==> config.mk <==
export PLATFORM = sky130hd
export DESIGN_NAME = periodic_timer_queue_top
export DESIGN_NICKNAME = d
export VERILOG_FILES = /design/src/sv/ptq_pkg.sv /design/src/sv/ptq_ram.sv /design/src/sv/ptq_fifo.sv /design/src/sv/ptq_front.sv /design/src/sv/ptq_engine.sv /design/src/sv/periodic_timer_queue_top.sv
export VERILOG_INCLUDE_DIRS = /design/src /design/src/sv
export SDC_FILE = /design/constraint.sdc
export NUM_CORES = 2
export LEC_CHECK = 0
export ABC_AREA = 1
export BUFFER_PORTS_ARGS = -buffer_cell sky130_fd_sc_hd__buf_4
export CAP_MARGIN = 10
export CORE_MARGIN = 2
export CORE_UTILIZATION = 55
export CTS_BUF_LIST = sky130_fd_sc_hd__clkbuf_8
export CTS_CLUSTER_DIAMETER = 30
export DETAILED_ROUTE_END_ITERATION = 10
export GPL_ROUTABILITY_DRIVEN = 1
export HOLD_SLACK_MARGIN = 0.15
export PLACE_DENSITY = 0.71
export SLEW_MARGIN = 20
export SYNTH_ARGS = -nofsm -noshare
export SYNTH_HDL_FRONTEND = slang
export SYNTH_SLANG_ARGS = --single-unit
==> constraint.sdc <==
create_clock -name clk_i -period 16 [get_ports clk_i]
set_input_delay 1.6 -clock clk_i [delete_from_list [all_inputs] [get_ports clk_i]]
set_output_delay 1.6 -clock clk_i [all_outputs]
set_load 0.02 [all_outputs]
==> src/sv/assert_macros.svh <==
// ---------------------------------------------------------------------------
// Assertion macros used by the timer queue engine
// ---------------------------------------------------------------------------
`ifndef ASSERT_MACROS_SVH
`define ASSERT_MACROS_SVH

// Property checked on every rising clock edge, off while reset is asserted
`define PTQ_ASSERT(lbl, prop, msg) \
  lbl: assert property (@(posedge clk_i) disable iff (!rst_ni) (prop)) else $error(msg);

// Condition that must never be true on a rising clock edge
`define PTQ_ASSERT_NEVER(lbl, cond, msg) \
  lbl: assert property (@(posedge clk_i) disable iff (!rst_ni) !(cond)) else $error(msg);

`endif

==> src/sv/ptq_pkg.sv <==
// ---------------------------------------------------------------------------
// ptq_pkg
// Shared types and constants of the periodic timer queue.
// ---------------------------------------------------------------------------
`timescale 1ns / 1ps

package ptq_pkg;

  localparam int MAX_TIMERS_DEF = 16;
  // Most timers fired by a single check item
  localparam int RESULT_CAP     = 16;
  localparam int TIME_W         = 63;
  localparam int PER_W          = 32;
  localparam int TID_W          = 4;

  localparam logic ACT_ADD   = 1'b0;
  localparam logic ACT_CHECK = 1'b1;

  typedef enum logic [1:0] {
    KIND_ADD_OK   = 2'd0,
    KIND_ADD_FULL = 2'd1,
    KIND_FIRED    = 2'd2,
    KIND_NONE     = 2'd3
  } kind_e;

  // Classified command passed from front to back
  typedef struct packed {
    logic              is_check;
    logic [TIME_W-1:0] tm;        // deadline for add, current time for check
    logic [PER_W-1:0]  interval;
  } cmd_t;

  typedef struct packed {
    kind_e             kind;
    logic [TID_W-1:0]  timer_id;
    logic              earliest_changed;
    logic              next_valid;
    logic [TIME_W-1:0] next_deadline_us;
    logic              last;
  } res_t;

endpackage

==> src/sv/ptq_ram.sv <==
// ---------------------------------------------------------------------------
// ptq_ram
// Generic one-write, one-read RAM with registered read data.
// ---------------------------------------------------------------------------
`timescale 1ns / 1ps

module ptq_ram #(
  parameter int WIDTH = 8,
  parameter int DEPTH = 16
) (
  input  logic                     clk_i,
  input  logic                     we_i,
  input  logic [$clog2(DEPTH)-1:0] waddr_i,
  input  logic [WIDTH-1:0]         wdata_i,
  input  logic [$clog2(DEPTH)-1:0] raddr_i,
  output logic [WIDTH-1:0]         rdata_o
);

  logic [WIDTH-1:0] mem_q [DEPTH];

  always_ff @(posedge clk_i) begin
    if (we_i) begin
      mem_q[waddr_i] <= wdata_i;
    end
    rdata_o <= mem_q[raddr_i];
  end

endmodule

==> src/sv/ptq_fifo.sv <==
// ---------------------------------------------------------------------------
// ptq_fifo
// Two-entry queue that decouples a producer from a consumer.
// ---------------------------------------------------------------------------
`timescale 1ns / 1ps

module ptq_fifo #(
  parameter int WIDTH = 8
) (
  input  logic             clk_i,
  input  logic             rst_ni,
  input  logic             push_i,
  input  logic [WIDTH-1:0] data_i,
  output logic             full_o,
  input  logic             pop_i,
  output logic             empty_o,
  output logic [WIDTH-1:0] data_o
);

  logic [WIDTH-1:0] mem_q [2];
  logic             wr_q, wr_d;
  logic             rd_q, rd_d;
  logic [1:0]       cnt_q, cnt_d;
  logic             do_push, do_pop;

  assign full_o  = (cnt_q == 2'd2);
  assign empty_o = (cnt_q == 2'd0);
  assign data_o  = mem_q[rd_q];
  assign do_push = push_i && !full_o;
  assign do_pop  = pop_i && !empty_o;

  // pointer and fill count update
  always_comb begin
    wr_d  = wr_q ^ do_push;
    rd_d  = rd_q ^ do_pop;
    cnt_d = cnt_q + {1'b0, do_push} - {1'b0, do_pop};
  end

  always_ff @(posedge clk_i or negedge rst_ni) begin
    if (!rst_ni) begin
      wr_q  <= 1'b0;
      rd_q  <= 1'b0;
      cnt_q <= 2'd0;
    end else begin
      wr_q  <= wr_d;
      rd_q  <= rd_d;
      cnt_q <= cnt_d;
    end
  end

  // storage, no reset needed
  always_ff @(posedge clk_i) begin
    if (do_push) begin
      mem_q[wr_q] <= data_i;
    end
  end

endmodule

==> src/sv/ptq_front.sv <==
// ---------------------------------------------------------------------------
// ptq_front
// Accepts items, classifies them into add or check commands and queues them.
// ---------------------------------------------------------------------------
`timescale 1ns / 1ps

module ptq_front import ptq_pkg::*; (
  input  logic              clk_i,
  input  logic              rst_ni,
  input  logic              push_i,
  output logic              full_o,
  input  logic              action_i,
  input  logic [TIME_W-1:0] when_us_i,
  input  logic [PER_W-1:0]  interval_us_i,
  input  logic [TIME_W-1:0] now_us_i,
  input  logic              cmd_pop_i,
  output logic              cmd_empty_o,
  output cmd_t              cmd_o
);

  cmd_t                  cmd_in;
  logic [$bits(cmd_t)-1:0] cmd_raw;

  // keep only the time field the command uses
  always_comb begin
    cmd_in.is_check = (action_i == ACT_CHECK);
    cmd_in.tm       = (action_i == ACT_CHECK) ? now_us_i : when_us_i;
    cmd_in.interval = interval_us_i;
  end

  ptq_fifo #(
    .WIDTH($bits(cmd_t))
  ) u_cmd_q (
    .clk_i  (clk_i),
    .rst_ni (rst_ni),
    .push_i (push_i),
    .data_i (cmd_in),
    .full_o (full_o),
    .pop_i  (cmd_pop_i),
    .empty_o(cmd_empty_o),
    .data_o (cmd_raw)
  );

  assign cmd_o = cmd_t'(cmd_raw);

endmodule

==> src/sv/ptq_engine.sv <==
// ---------------------------------------------------------------------------
// ptq_engine
// Back end: scans the timer table in passes, adds, fires, reloads and frees
// timers, then streams the results of one command into the output queue.
// ---------------------------------------------------------------------------
`timescale 1ns / 1ps
`include "assert_macros.svh"

module ptq_engine import ptq_pkg::*; #(
  parameter int MAX_TIMERS = MAX_TIMERS_DEF
) (
  input  logic clk_i,
  input  logic rst_ni,
  input  logic cmd_empty_i,
  input  cmd_t cmd_i,
  output logic cmd_pop_o,
  input  logic out_full_i,
  output logic out_push_o,
  output res_t out_data_o
);

  localparam int IW    = $clog2(MAX_TIMERS);
  localparam int CW    = IW + 1;
  localparam int RIW   = $clog2(RESULT_CAP);
  localparam int NFW   = $clog2(RESULT_CAP + 1);
  localparam int RAM_W = PER_W + TIME_W;

  localparam logic [2:0] S_IDLE   = 3'd0;
  localparam logic [2:0] S_ADD    = 3'd1;
  localparam logic [2:0] S_FIRE   = 3'd2;
  localparam logic [2:0] S_RELOAD = 3'd3;
  localparam logic [2:0] S_EMIT   = 3'd4;

  localparam logic [CW-1:0]     CNT_END = CW'(MAX_TIMERS);
  localparam logic [NFW-1:0]    NF_CAP  = NFW'(RESULT_CAP);
  localparam logic [TIME_W-1:0] TIME_MAX = {TIME_W{1'b1}};

  logic [2:0]            state_q, state_d;
  logic [CW-1:0]         cnt_q, cnt_d;
  cmd_t                  cmd_q, cmd_d;
  logic [MAX_TIMERS-1:0] used_q, used_d;
  logic [MAX_TIMERS-1:0] fired_q, fired_d;
  logic [IW-1:0]         ids_q [RESULT_CAP];
  logic [NFW-1:0]        nfire_q, nfire_d;
  logic                  any_q, any_d;
  logic [TIME_W-1:0]     best_q, best_d;
  logic [IW-1:0]         bidx_q, bidx_d;
  kind_e                 rkind_q, rkind_d;
  logic [IW-1:0]         rid_q, rid_d;
  logic                  rec_q, rec_d;
  logic                  nv_q, nv_d;
  logic [TIME_W-1:0]     ndl_q, ndl_d;
  logic [NFW-1:0]        emit_q, emit_d;

  // table memory: {period, deadline}
  logic                  ram_we;
  logic [IW-1:0]         ram_waddr;
  logic [RAM_W-1:0]      ram_wdata;
  logic [RAM_W-1:0]      ram_rdata;

  logic                  scan_vld;
  logic [IW-1:0]         ent;
  logic [TIME_W-1:0]     rd_dl;
  logic [PER_W-1:0]      rd_per;
  logic [TIME_W:0]       sum;
  logic [TIME_W-1:0]     new_dl;
  logic                  cand;
  logic [TIME_W-1:0]     cand_dl;
  logic                  f_any;
  logic [TIME_W-1:0]     f_best;
  logic [IW-1:0]         f_idx;
  logic                  pass_end;
  logic                  tbl_full;
  logic [IW-1:0]         free_idx;
  logic                  ids_we;
  logic [NFW-1:0]        n_res;
  logic                  is_last;
  logic [IW-1:0]         out_id;

  ptq_ram #(
    .WIDTH(RAM_W),
    .DEPTH(MAX_TIMERS)
  ) u_table (
    .clk_i  (clk_i),
    .we_i   (ram_we),
    .waddr_i(ram_waddr),
    .wdata_i(ram_wdata),
    .raddr_i(cnt_q[IW-1:0]),
    .rdata_o(ram_rdata)
  );

  // entry whose data is on the read port this cycle
  assign scan_vld = (cnt_q != '0);
  assign ent      = IW'(cnt_q - CW'(1));
  assign rd_dl    = ram_rdata[TIME_W-1:0];
  assign rd_per   = ram_rdata[RAM_W-1:TIME_W];
  assign pass_end = (cnt_q == CNT_END);

  // saturating reload deadline
  assign sum    = {1'b0, cmd_q.tm} + {{(TIME_W + 1 - PER_W){1'b0}}, rd_per};
  assign new_dl = sum[TIME_W] ? TIME_MAX : sum[TIME_W-1:0];

  // lowest free slot
  always_comb begin
    tbl_full = &used_q;
    free_idx = '0;
    for (int i = MAX_TIMERS - 1; i >= 0; i--) begin
      if (!used_q[i]) begin
        free_idx = IW'(i);
      end
    end
  end

  // candidate of the current entry for this pass
  always_comb begin
    cand    = 1'b0;
    cand_dl = rd_dl;
    unique case (state_q)
      S_ADD: begin
        cand = used_q[ent];
      end
      S_FIRE: begin
        cand = used_q[ent] && !fired_q[ent] && (rd_dl <= cmd_q.tm);
      end
      S_RELOAD: begin
        if (fired_q[ent]) begin
          cand    = (rd_per != '0);
          cand_dl = new_dl;
        end else begin
          cand = used_q[ent];
        end
      end
      default: begin
        cand = 1'b0;
      end
    endcase
    cand = cand && scan_vld;
  end

  // running minimum, strict compare keeps the lowest slot on ties
  always_comb begin
    f_any  = any_q;
    f_best = best_q;
    f_idx  = bidx_q;
    if (cand && (!any_q || cand_dl < best_q)) begin
      f_any  = 1'b1;
      f_best = cand_dl;
      f_idx  = ent;
    end
  end

  // result count of the current command
  always_comb begin
    if (!cmd_q.is_check || nfire_q == '0) begin
      n_res = NFW'(1);
    end else begin
      n_res = nfire_q;
    end
    is_last = (emit_q == n_res - NFW'(1));
    // a check with nothing due reports slot 0
    out_id  = !cmd_q.is_check ? rid_q :
              (nfire_q == '0) ? '0 : ids_q[emit_q[RIW-1:0]];
  end

  // result formatting
  always_comb begin
    out_data_o.kind             = !cmd_q.is_check ? rkind_q :
                                  (nfire_q == '0) ? KIND_NONE : KIND_FIRED;
    out_data_o.timer_id         = TID_W'(out_id);
    out_data_o.earliest_changed = cmd_q.is_check ? 1'b0 : rec_q;
    out_data_o.next_valid       = nv_q;
    out_data_o.next_deadline_us = ndl_q;
    out_data_o.last             = is_last;
  end

  // sequencer
  always_comb begin
    state_d    = state_q;
    cnt_d      = cnt_q;
    cmd_d      = cmd_q;
    used_d     = used_q;
    fired_d    = fired_q;
    nfire_d    = nfire_q;
    any_d      = f_any;
    best_d     = f_best;
    bidx_d     = f_idx;
    rkind_d    = rkind_q;
    rid_d      = rid_q;
    rec_d      = rec_q;
    nv_d       = nv_q;
    ndl_d      = ndl_q;
    emit_d     = emit_q;
    cmd_pop_o  = 1'b0;
    out_push_o = 1'b0;
    ram_we     = 1'b0;
    ram_waddr  = ent;
    ram_wdata  = {rd_per, new_dl};
    ids_we     = 1'b0;

    unique case (state_q)
      S_IDLE: begin
        any_d  = 1'b0;
        best_d = '0;
        cnt_d  = '0;
        if (!cmd_empty_i) begin
          cmd_pop_o = 1'b1;
          cmd_d     = cmd_i;
          fired_d   = '0;
          nfire_d   = '0;
          emit_d    = '0;
          state_d   = cmd_i.is_check ? S_FIRE : S_ADD;
        end
      end
      S_ADD: begin
        cnt_d = cnt_q + CW'(1);
        if (pass_end) begin
          if (tbl_full) begin
            rkind_d = KIND_ADD_FULL;
            rid_d   = '0;
            rec_d   = 1'b0;
            nv_d    = f_any;
            ndl_d   = f_best;
          end else begin
            ram_we            = 1'b1;
            ram_waddr         = free_idx;
            ram_wdata         = {cmd_q.interval, cmd_q.tm};
            used_d[free_idx]  = 1'b1;
            rkind_d           = KIND_ADD_OK;
            rid_d             = free_idx;
            rec_d             = !f_any || (cmd_q.tm < f_best);
            nv_d              = 1'b1;
            ndl_d             = (f_any && f_best < cmd_q.tm) ? f_best : cmd_q.tm;
          end
          state_d = S_EMIT;
        end
      end
      S_FIRE: begin
        cnt_d = cnt_q + CW'(1);
        if (pass_end) begin
          cnt_d  = '0;
          any_d  = 1'b0;
          best_d = '0;
          if (f_any) begin
            fired_d[f_idx] = 1'b1;
            ids_we         = 1'b1;
            nfire_d        = nfire_q + NFW'(1);
          end
          if (!f_any || nfire_q + NFW'(1) == NF_CAP) begin
            state_d = S_RELOAD;
          end
        end
      end
      S_RELOAD: begin
        cnt_d = cnt_q + CW'(1);
        if (scan_vld && fired_q[ent]) begin
          if (rd_per != '0) begin
            ram_we = 1'b1;
          end else begin
            used_d[ent] = 1'b0;
          end
        end
        if (pass_end) begin
          nv_d    = f_any;
          ndl_d   = f_best;
          state_d = S_EMIT;
        end
      end
      S_EMIT: begin
        if (!out_full_i) begin
          out_push_o = 1'b1;
          emit_d     = emit_q + NFW'(1);
          if (is_last) begin
            state_d = S_IDLE;
          end
        end
      end
      default: begin
        state_d = S_IDLE;
      end
    endcase
  end

  always_ff @(posedge clk_i or negedge rst_ni) begin
    if (!rst_ni) begin
      state_q <= S_IDLE;
      cnt_q   <= '0;
      used_q  <= '0;
      fired_q <= '0;
      nfire_q <= '0;
      emit_q  <= '0;
      any_q   <= 1'b0;
    end else begin
      state_q <= state_d;
      cnt_q   <= cnt_d;
      used_q  <= used_d;
      fired_q <= fired_d;
      nfire_q <= nfire_d;
      emit_q  <= emit_d;
      any_q   <= any_d;
    end
  end

  // payload registers
  always_ff @(posedge clk_i) begin
    cmd_q   <= cmd_d;
    best_q  <= best_d;
    bidx_q  <= bidx_d;
    rkind_q <= rkind_d;
    rid_q   <= rid_d;
    rec_q   <= rec_d;
    nv_q    <= nv_d;
    ndl_q   <= ndl_d;
    if (ids_we) begin
      ids_q[nfire_q[RIW-1:0]] <= f_idx;
    end
  end

  `PTQ_ASSERT_NEVER(a_push_full, out_push_o && out_full_i, "result pushed into full queue")
  `PTQ_ASSERT(a_nfire_cap, nfire_q <= NF_CAP, "fire count beyond result cap")
  `PTQ_ASSERT(a_pop_idle, cmd_pop_o |-> (state_q == S_IDLE && !cmd_empty_i), "bad command pop")
  `PTQ_ASSERT(a_fired_used, (state_q == S_FIRE) |-> ((fired_q & ~used_q) == '0),
              "fired timer not in use")

endmodule

==> src/sv/periodic_timer_queue_top.sv <==
// ---------------------------------------------------------------------------
// periodic_timer_queue_top
// Table of periodic and one-shot timers with add and expiry check commands.
// ---------------------------------------------------------------------------
//  channel  | handshake     | fields
//  ---------+---------------+--------------------------------------------------
//  input    | push / full   | action, when_us, interval_us, now_us
//  result   | empty / pop   | kind, timer_id, earliest_changed, next_valid,
//           |               | next_deadline_us, last
//
//  An add is taken, the table is scanned once, then its result is emitted.
//  A check firing k timers is taken, then k+1 fire scans (k at the cap of
//  RESULT_CAP) and one reload scan run, then its results go out, one a cycle
//  while there is room. Scans use the single table read port, one entry a cycle.
//  Two-entry queues sit on both sides, so either side can stall on its own.
//  Reset clears all slots at once; no clearing pass is needed.
// ---------------------------------------------------------------------------
`timescale 1ns / 1ps

module periodic_timer_queue_top import ptq_pkg::*; #(
  parameter int MAX_TIMERS = MAX_TIMERS_DEF
) (
  input  logic              clk_i,
  input  logic              rst_ni,
  input  logic              push,
  output logic              full,
  input  logic              action_i,
  input  logic [TIME_W-1:0] when_us_i,
  input  logic [PER_W-1:0]  interval_us_i,
  input  logic [TIME_W-1:0] now_us_i,
  output logic              empty,
  input  logic              pop,
  output logic [1:0]        kind_o,
  output logic [TID_W-1:0]  timer_id_o,
  output logic              earliest_changed_o,
  output logic              next_valid_o,
  output logic [TIME_W-1:0] next_deadline_us_o,
  output logic              last_o
);

  cmd_t                    cmd;
  logic                    cmd_empty;
  logic                    cmd_pop;
  logic                    res_push;
  logic                    res_full;
  res_t                    res_in;
  logic [$bits(res_t)-1:0] res_raw;
  res_t                    res_out;

  ptq_front u_front (
    .clk_i        (clk_i),
    .rst_ni       (rst_ni),
    .push_i       (push),
    .full_o       (full),
    .action_i     (action_i),
    .when_us_i    (when_us_i),
    .interval_us_i(interval_us_i),
    .now_us_i     (now_us_i),
    .cmd_pop_i    (cmd_pop),
    .cmd_empty_o  (cmd_empty),
    .cmd_o        (cmd)
  );

  ptq_engine #(
    .MAX_TIMERS(MAX_TIMERS)
  ) u_engine (
    .clk_i      (clk_i),
    .rst_ni     (rst_ni),
    .cmd_empty_i(cmd_empty),
    .cmd_i      (cmd),
    .cmd_pop_o  (cmd_pop),
    .out_full_i (res_full),
    .out_push_o (res_push),
    .out_data_o (res_in)
  );

  // result queue
  ptq_fifo #(
    .WIDTH($bits(res_t))
  ) u_res_q (
    .clk_i  (clk_i),
    .rst_ni (rst_ni),
    .push_i (res_push),
    .data_i (res_in),
    .full_o (res_full),
    .pop_i  (pop),
    .empty_o(empty),
    .data_o (res_raw)
  );

  assign res_out            = res_t'(res_raw);
  assign kind_o             = res_out.kind;
  assign timer_id_o         = res_out.timer_id;
  assign earliest_changed_o = res_out.earliest_changed;
  assign next_valid_o       = res_out.next_valid;
  assign next_deadline_us_o = res_out.next_deadline_us;
  assign last_o             = res_out.last;

endmodule

== Yosys cells after proc, flatten, opt, wreduce, memory -nomap -nowiden ==
Memory sizes are Yosys's and may differ from the RTL's. A register that Yosys moved wholly into a read port is not among the register bits.
Index checks and enable logic that the tools add are counted.

* Register bits after elaboration: 293
* RAM bits: 1920
* Word-level logic and storage cells: 227
* Memories: 4

{| class="wikitable"
|+ Memory list
! memory !! words !! width !! read ports !! clocked after Yosys merged registers in !! write ports !! line !! text
|-
| u_engine.u_table.mem_q || 16 || 95 || 1 || 1 || 1 || ptq_ram.sv:19 || <nowiki>logic [WIDTH-1:0] mem_q [DEPTH];</nowiki>
|-
| u_front.u_cmd_q.mem_q || 2 || 96 || 1 || 0 || 1 || ptq_fifo.sv:20 || <nowiki>logic [WIDTH-1:0] mem_q [2];</nowiki>
|-
| u_res_q.mem_q || 2 || 72 || 1 || 0 || 1 || ptq_fifo.sv:20 ||
|-
| u_engine.ids_q || 16 || 4 || 1 || 0 || 1 || ptq_engine.sv:43 || <nowiki>logic [IW-1:0] ids_q [RESULT_CAP];</nowiki>
|}

* $add $sub $neg: 10
* $lt $le $gt $ge: 10
* Equality and inequality tests: 21
* Muxes and demuxes: 106
* Bitwise logic cells: 9
* Reduce and logical (&&, ||, !) cells: 44

{| class="wikitable"
|+ Operators by type and width
! cell !! number
|-
| $mux W63 || 10
|-
| $mux W95 || 3
|-
| $pmux W63 S2 || 2
|-
| $lt A63 B63 Y1 || 3
|-
| $mux W16 || 7
|-
| $mux W4 || 22
|-
| $add A63 B32 Y64 || 1
|-
| $pmux W16 S2 || 2
|-
| $le A63 B63 Y1 || 1
|-
| $mux W1 || 33
|-
| $or A16 B16 Y16 || 2
|-
| $reduce_bool A32 Y1 || 1
|-
| $mux W5 || 6
|-
| $pmux W5 S2 || 2
|-
| $mux W3 || 6
|-
| $and A16 B16 Y16 || 1
|-
| $ne A2 B1 Y1 const B || 8
|-
| $not A16 Y16 || 1
|-
| $reduce_and A16 Y1 || 1
|-
| $add A5 B1 Y5 const B || 3
|-
| $lt A4 B5 Y1 const B || 3
|-
| $pmux W5 S3 || 1
|-
| $logic_and A1 B1 Y1 || 13
|-
| $demux W1 S4 || 3
|-
| other kinds (33) || 65
|}

== Longest topological paths before layout ==
* Depth after elaboration: 24
* Mapped depth: 59
* Mapped depth without buffers: 52

== Hierarchy ==
From an unflattened synthesis, not the netlist that was laid out.

* Cell total of the unflattened synthesis: 10489
* Area, all modules: 104529.0 µm²

{| class="wikitable"
|+ Modules (own cells, without submodules)
! module !! times used !! cells each !! area an instance (µm²) !! seq. area each (µm²)
|-
| ptq_ram || 1 || 6236 || 66810.3 || 47545.6
|-
| ptq_engine || 1 || 3110 || 24135.6 || 9524.1
|-
| ptq_fifo (u_front.u_cmd_q) || 1 || 533 || 7234.4 || 5865.6
|-
| ptq_fifo (u_res_q) || 1 || 407 || 5506.5 || 4424.2
|-
| ptq_front || 1 || 203 || 842.1 || 0.0
|}

== Least setup slack after synthesis ==
No wires, ideal clock.

* Path type: register -> register
* Start point: register u_engine.cnt_q[0]
* End point: memory u_engine.u_table.mem_q[0][0] (netlist bit) (enable)
* Library setup time: 550 ps
* Arrival: 7328 ps
* Slack: 8122 ps
* Cell stages (with the launch flop): 19
* Path buffers: 6
* Path through: dfrtp_1 buf_6 inv_2 buf_6 buf_2 clkbuf_1 clkbuf_1 ha_1 nand3_1 nor2_1 inv_1 nor2_1 inv_1 nor2_1 inv_1 clkbuf_1 o21ai_0 nand3_1 nor2_1

* Cells in the longest elaborated chain, start to end: 8

{| class="wikitable"
|+ RTL lines
! element !! line !! text
|-
| start: declaration || ptq_engine.sv:39 || <nowiki>logic [CW-1:0] cnt_q, cnt_d;</nowiki>
|-
| start signal: assignment || ptq_engine.sv:294 || <nowiki>cnt_q <= cnt_d;</nowiki>
|-
| $sub A4 B1 Y4 || ptq_engine.sv:94 || <nowiki>assign ent = IW'(cnt_q - CW'(1));</nowiki>
|-
| $bmux W1 S4 || ptq_engine.sv:255 || <nowiki>if (scan_vld && fired_q[ent]) begin</nowiki>
|-
| $mux W1 (implied by the code) || ptq_engine.sv:255 ||
|-
| $logic_and A1 B1 Y1 || ptq_engine.sv:255 ||
|-
| $mux W1 || ptq_engine.sv:255 ||
|-
| $pmux W1 S2 || ptq_engine.sv:200 || <nowiki>unique case (state_q)</nowiki>
|-
| $mux W1 || ptq_ram.sv:22 || <nowiki>if (we_i) begin</nowiki>
|-
| $mux W1 (implied by the code) || ptq_ram.sv:23 || <nowiki>mem_q[waddr_i] <= wdata_i;</nowiki>
|-
| end: declaration || ptq_ram.sv:19 ||
|}

Several ways; a longest one is shown, not always the timed one. The select of a mux whose other input is x is not followed.

== Worst setup path in the final report ==
* Start point: register u_engine.cnt_q[0]
* End point: register u_engine.ndl_q[24] (data pin)

* Cells in the longest elaborated chain, start to end: 16

{| class="wikitable"
|+ RTL lines
! element !! line !! text
|-
| branches (longest 15 deep; another with $lt A63 B63 Y1) || n/a ||
|-
| $pmux W63 S2 * || ptq_engine.sv:200 ||
|-
| named net u_engine.ndl_d[24] || ptq_engine.sv:52 || <nowiki>logic [TIME_W-1:0] ndl_q, ndl_d;</nowiki>
|-
| end signal: assignment || ptq_engine.sv:312 || <nowiki>ndl_q <= ndl_d;</nowiki>
|-
| end: declaration || ptq_engine.sv:52 ||
|}

Mark *: on every way through the listed nets, which the timed path passes. The select of a mux whose other input is x is not followed.
A chain may end at the register's enable or synchronous reset.

==> impl_metrics.yaml <==
status:
  outcome: "complete, no violations"
clock_tree:
  clock_sinks: 2307
  cts_buffers: 440
  clkTransAtPathRegs_ns: 0.06
  cts_root_buffer: "clkbuf_8"
  clk_latency_ns: 1.12
  cts_tree: "built"
  post_cts_resize_count: 0
  ctsHoldBuffers: 0
  cts-htree-levels: 5
  clockBufferDepth: 4
  post-cts-setup-buffers: 0
worst_setup_path:
  r2r_setup_slack_ns: 3.52
  worst_setup_path_end_kind: "register"
  path_common_cell: "buf_4"
  worstSetupStartpointType: "register"
  cpPeakStageDelay_ns: 0.76
  crit_arrival_ns: 13.22
  path_class: "register to register"
  cp_slowest_cell: "buf_4"
  required_ns: 16.74
  reg2reg_to: "u_engine.ndl_q[24]$_DFFE_PP_"
  timing.rr.start: "u_engine.cnt_q[0]$_DFFE_PN0N_"
  ff2ff_path_depth: 47
  worstPathMaxFanout: 125
drt:
  wl_um: 287000
  drtIter0Drc: 8156
  wire_per_inst_um: 25.7
  drc: 0
  vias: 67500
  drt_first_pass_iters: 6
  avgViaCountPerCell: 6.05
  ant_nets: 0
synth:
  syn_inst: 8069
  synthTopCellsByCount: "edfxtp_1, nor2_1, nand2_1, o21ai_0, inv_1"
  synthTopCellsByArea: "edfxtp_1, o21ai_0, nor2_1"
  async_flop_share: 0.0256
  synth-edff-count: 2086
  synth.net_count: 8472
  syn_area_um2: 97000
  synth-seq-cells: 2307
  yosysMostFrequentCell: "edfxtp_1"
  syn_avg_cell_area_um2: 12.0
  ys.flop_type: "edfxtp_1"
  yosys_warnings: 0
  ys_seq_area_frac: 0.694
  synth_cell_type_count: 67
  synth_top_area_cell: "edfxtp_1"
  synth_top_area_share: 0.646
place:
  portBuffers: 236
  gp_congestion: 0.991
  pre_cts_ws_ns: 3.91
  place_hpwl_um: 173000
  post_dp_cell_area_um2: 101000
sta:
  period_share: 0.780
  fin_worst_skew_ns: 0.0814
  report.final.hold_viol_count: 0
  setup_ws_ns: 3.52
  final-setup-viol-count: 0
  fin_tns_setup_ns: 0
  worst_pin_slew_ns: 1.12
  hold_ws_ns: 0.439
  max_freq_ghz: 0.0801
  grt_setup_unrepaired: "false"
  slew_headroom: 0.250
  maxSlewViolCount: 0
  post-route-min-period_ns: 12.48
power_and_ir_drop:
  powerDensity_nw_per_um2: 228
  irDropWorstVdd_mv: 0.205
  leakage_nw: 40.1
floorplanning:
  die_area_um2: 180000
  fp-row-count: 154
  num_io_pins: 237
  dieHeight_um: 424
  chipWidth_um: 424
  design.core.area_um2: 176000
  initial_core_util: 0.552
hold_path:
  min_from: "u_engine.ndl_q[38]$_DFFE_PP_"
  hold_end: "u_res_q.mem_q[1][39]$_DFFE_PP_"
  min_path_type: "register to register"
  min_path_cells: 0
global_route:
  grt.overflow.total: 0
  grt_pass1_vias: 65400
  gr-usage-all-layers: 0.314
  grt_antenna_before_repair: 8
  grt_pass1_wl_um: 418000
  grt_max_degree: 235
layout:
  layout.nets: 8859
  fillCellCount: 13400
  syn_to_final_growth_pct: 14.3
  drive_gt1_frac: 0.147
  post-route-cell-area_um2: 111000
run:
  cap_viol_max_count: 0
-- cell usage in the layout (no fill, tap or decap), types with 158 or more instances in the layout --
cell type	instances
a21oi_1	196
buf_4	374
clkbuf_8	480
dfxtp_1	162
edfxtp_1	2086
ha_1	235
inv_1	516
mux2_2	158
nand2_1	1058
nand3_1	271
nor2_1	1125
o21ai_0	1007
o221ai_1	171
o22ai_1	237
-- worst max-delay path: cells and delay by family (launching register included) --
kind | cells | cell delay (ns)
compound gates | 15 | 2.84
fa+ha+maj | 3 | 0.89
buf+inv | 11 | 4.66
flops | 1 | 0.72
simple gates | 18 | 2.74
-- metrics by stage --
stage | cells | util | power (mW)
global route | 11200 | 0.631 | 26.6
detailed placement | 10400 | 0.577 | 19.1
floorplan | 8069 | - | 15.5
CTS | 11200 | 0.631 | 25.2
finish | 11200 | 0.631 | 25.3
global placement | 10400 | 0.577 | 18.8
-- worst max path at each step --
stage,startpoint,endpoint,depth (start not counted)
finish,u_engine.cnt_q[0]$_DFFE_PN0N_,u_engine.ndl_q[24]$_DFFE_PP_,47
global route,u_engine.cnt_q[0]$_DFFE_PN0N_,u_engine.ndl_q[24]$_DFFE_PP_,46
CTS,u_engine.cnt_q[0]$_DFFE_PN0N_,u_engine.ndl_q[24]$_DFFE_PP_,47
detailed placement,u_engine.cnt_q[0]$_DFFE_PN0N_,u_engine.ndl_q[24]$_DFFE_PP_,47
global placement,u_engine.cnt_q[0]$_DFFE_PN0N_,u_engine.ndl_q[25]$_DFFE_PP_,41
floorplan,u_engine.cnt_q[0]$_DFFE_PN0N_,u_engine.u_table.mem_q[0][0]$_DFFE_PP_,18
-- flip-flops by register name, summed over array words and instances (netlist names), 3 cells and up --
register                  count
u_res_q.mem_q               144
u_engine.ids_q               64
u_engine.rid_q                4
u_engine.fired_q             16
u_engine.cmd_q               96
u_engine.cnt_q                5
u_engine.state_q              3
u_engine.ndl_q               63
u_front.u_cmd_q.mem_q       192
u_engine.u_table.mem_q     1520
u_engine.used_q              16
u_engine.best_q              63
u_engine.bidx_q               4
u_engine.emit_q               5
u_engine.nfire_q              5
u_engine.u_table.rdata_o     95
-- cell families after synthesis --
logic type / synth area share
flip-flops: 0.694
XOR/XNOR: 0.00271
adder cells (fa/ha/maj): 0.0310
AND/OR/NAND/NOR: 0.111
buffers and inverters: 0.0345
multiplexers: 0.0185
AO/OA/AOI/OAI: 0.108
-- per-layer routing --
| layer | part of all wire | wire (um) | vias to the layer above | track usage |
|---|---|---|---|---|
| li1 | - | - | 30100 | - |
| met1 | 0.39 | 112000 | 33200 | 0.420 |
| met2 | 0.48 | 136000 | 3472 | 0.505 |
| met3 | 0.088 | 25300 | 713 | 0.0546 |
| met4 | 0.045 | 12800 | 0 | 0.140 |
| met5 | 0 | 0 | - | 0 |
-- layout make-up --
| class | count | area (um^2) | share of cell area |
|---|---|---|---|
| antenna | 6 | 15.0 | 0.000135 |
| clock buffer | 480 | 6610 | 0.0596 |
| clock inverter | 317 | 2830 | 0.0255 |
| inverter | 423 | 1610 | 0.0146 |
| multi-input combinational | 4903 | 26500 | 0.239 |
| sequential | 2307 | 67400 | 0.608 |
| tap | 2340 | 2930 | 0.0264 |
| timing repair buffer | 381 | 2950 | 0.0266 |
-- power breakdown --
group	switching [mW]	internal (mW)	total (mW)
Sequential	0.640	8.52	9.16
Clock	2.49	3.62	6.12
Combinational	7.11	2.88	9.99
No activity file was read; power rests on OpenSTA's default activity.
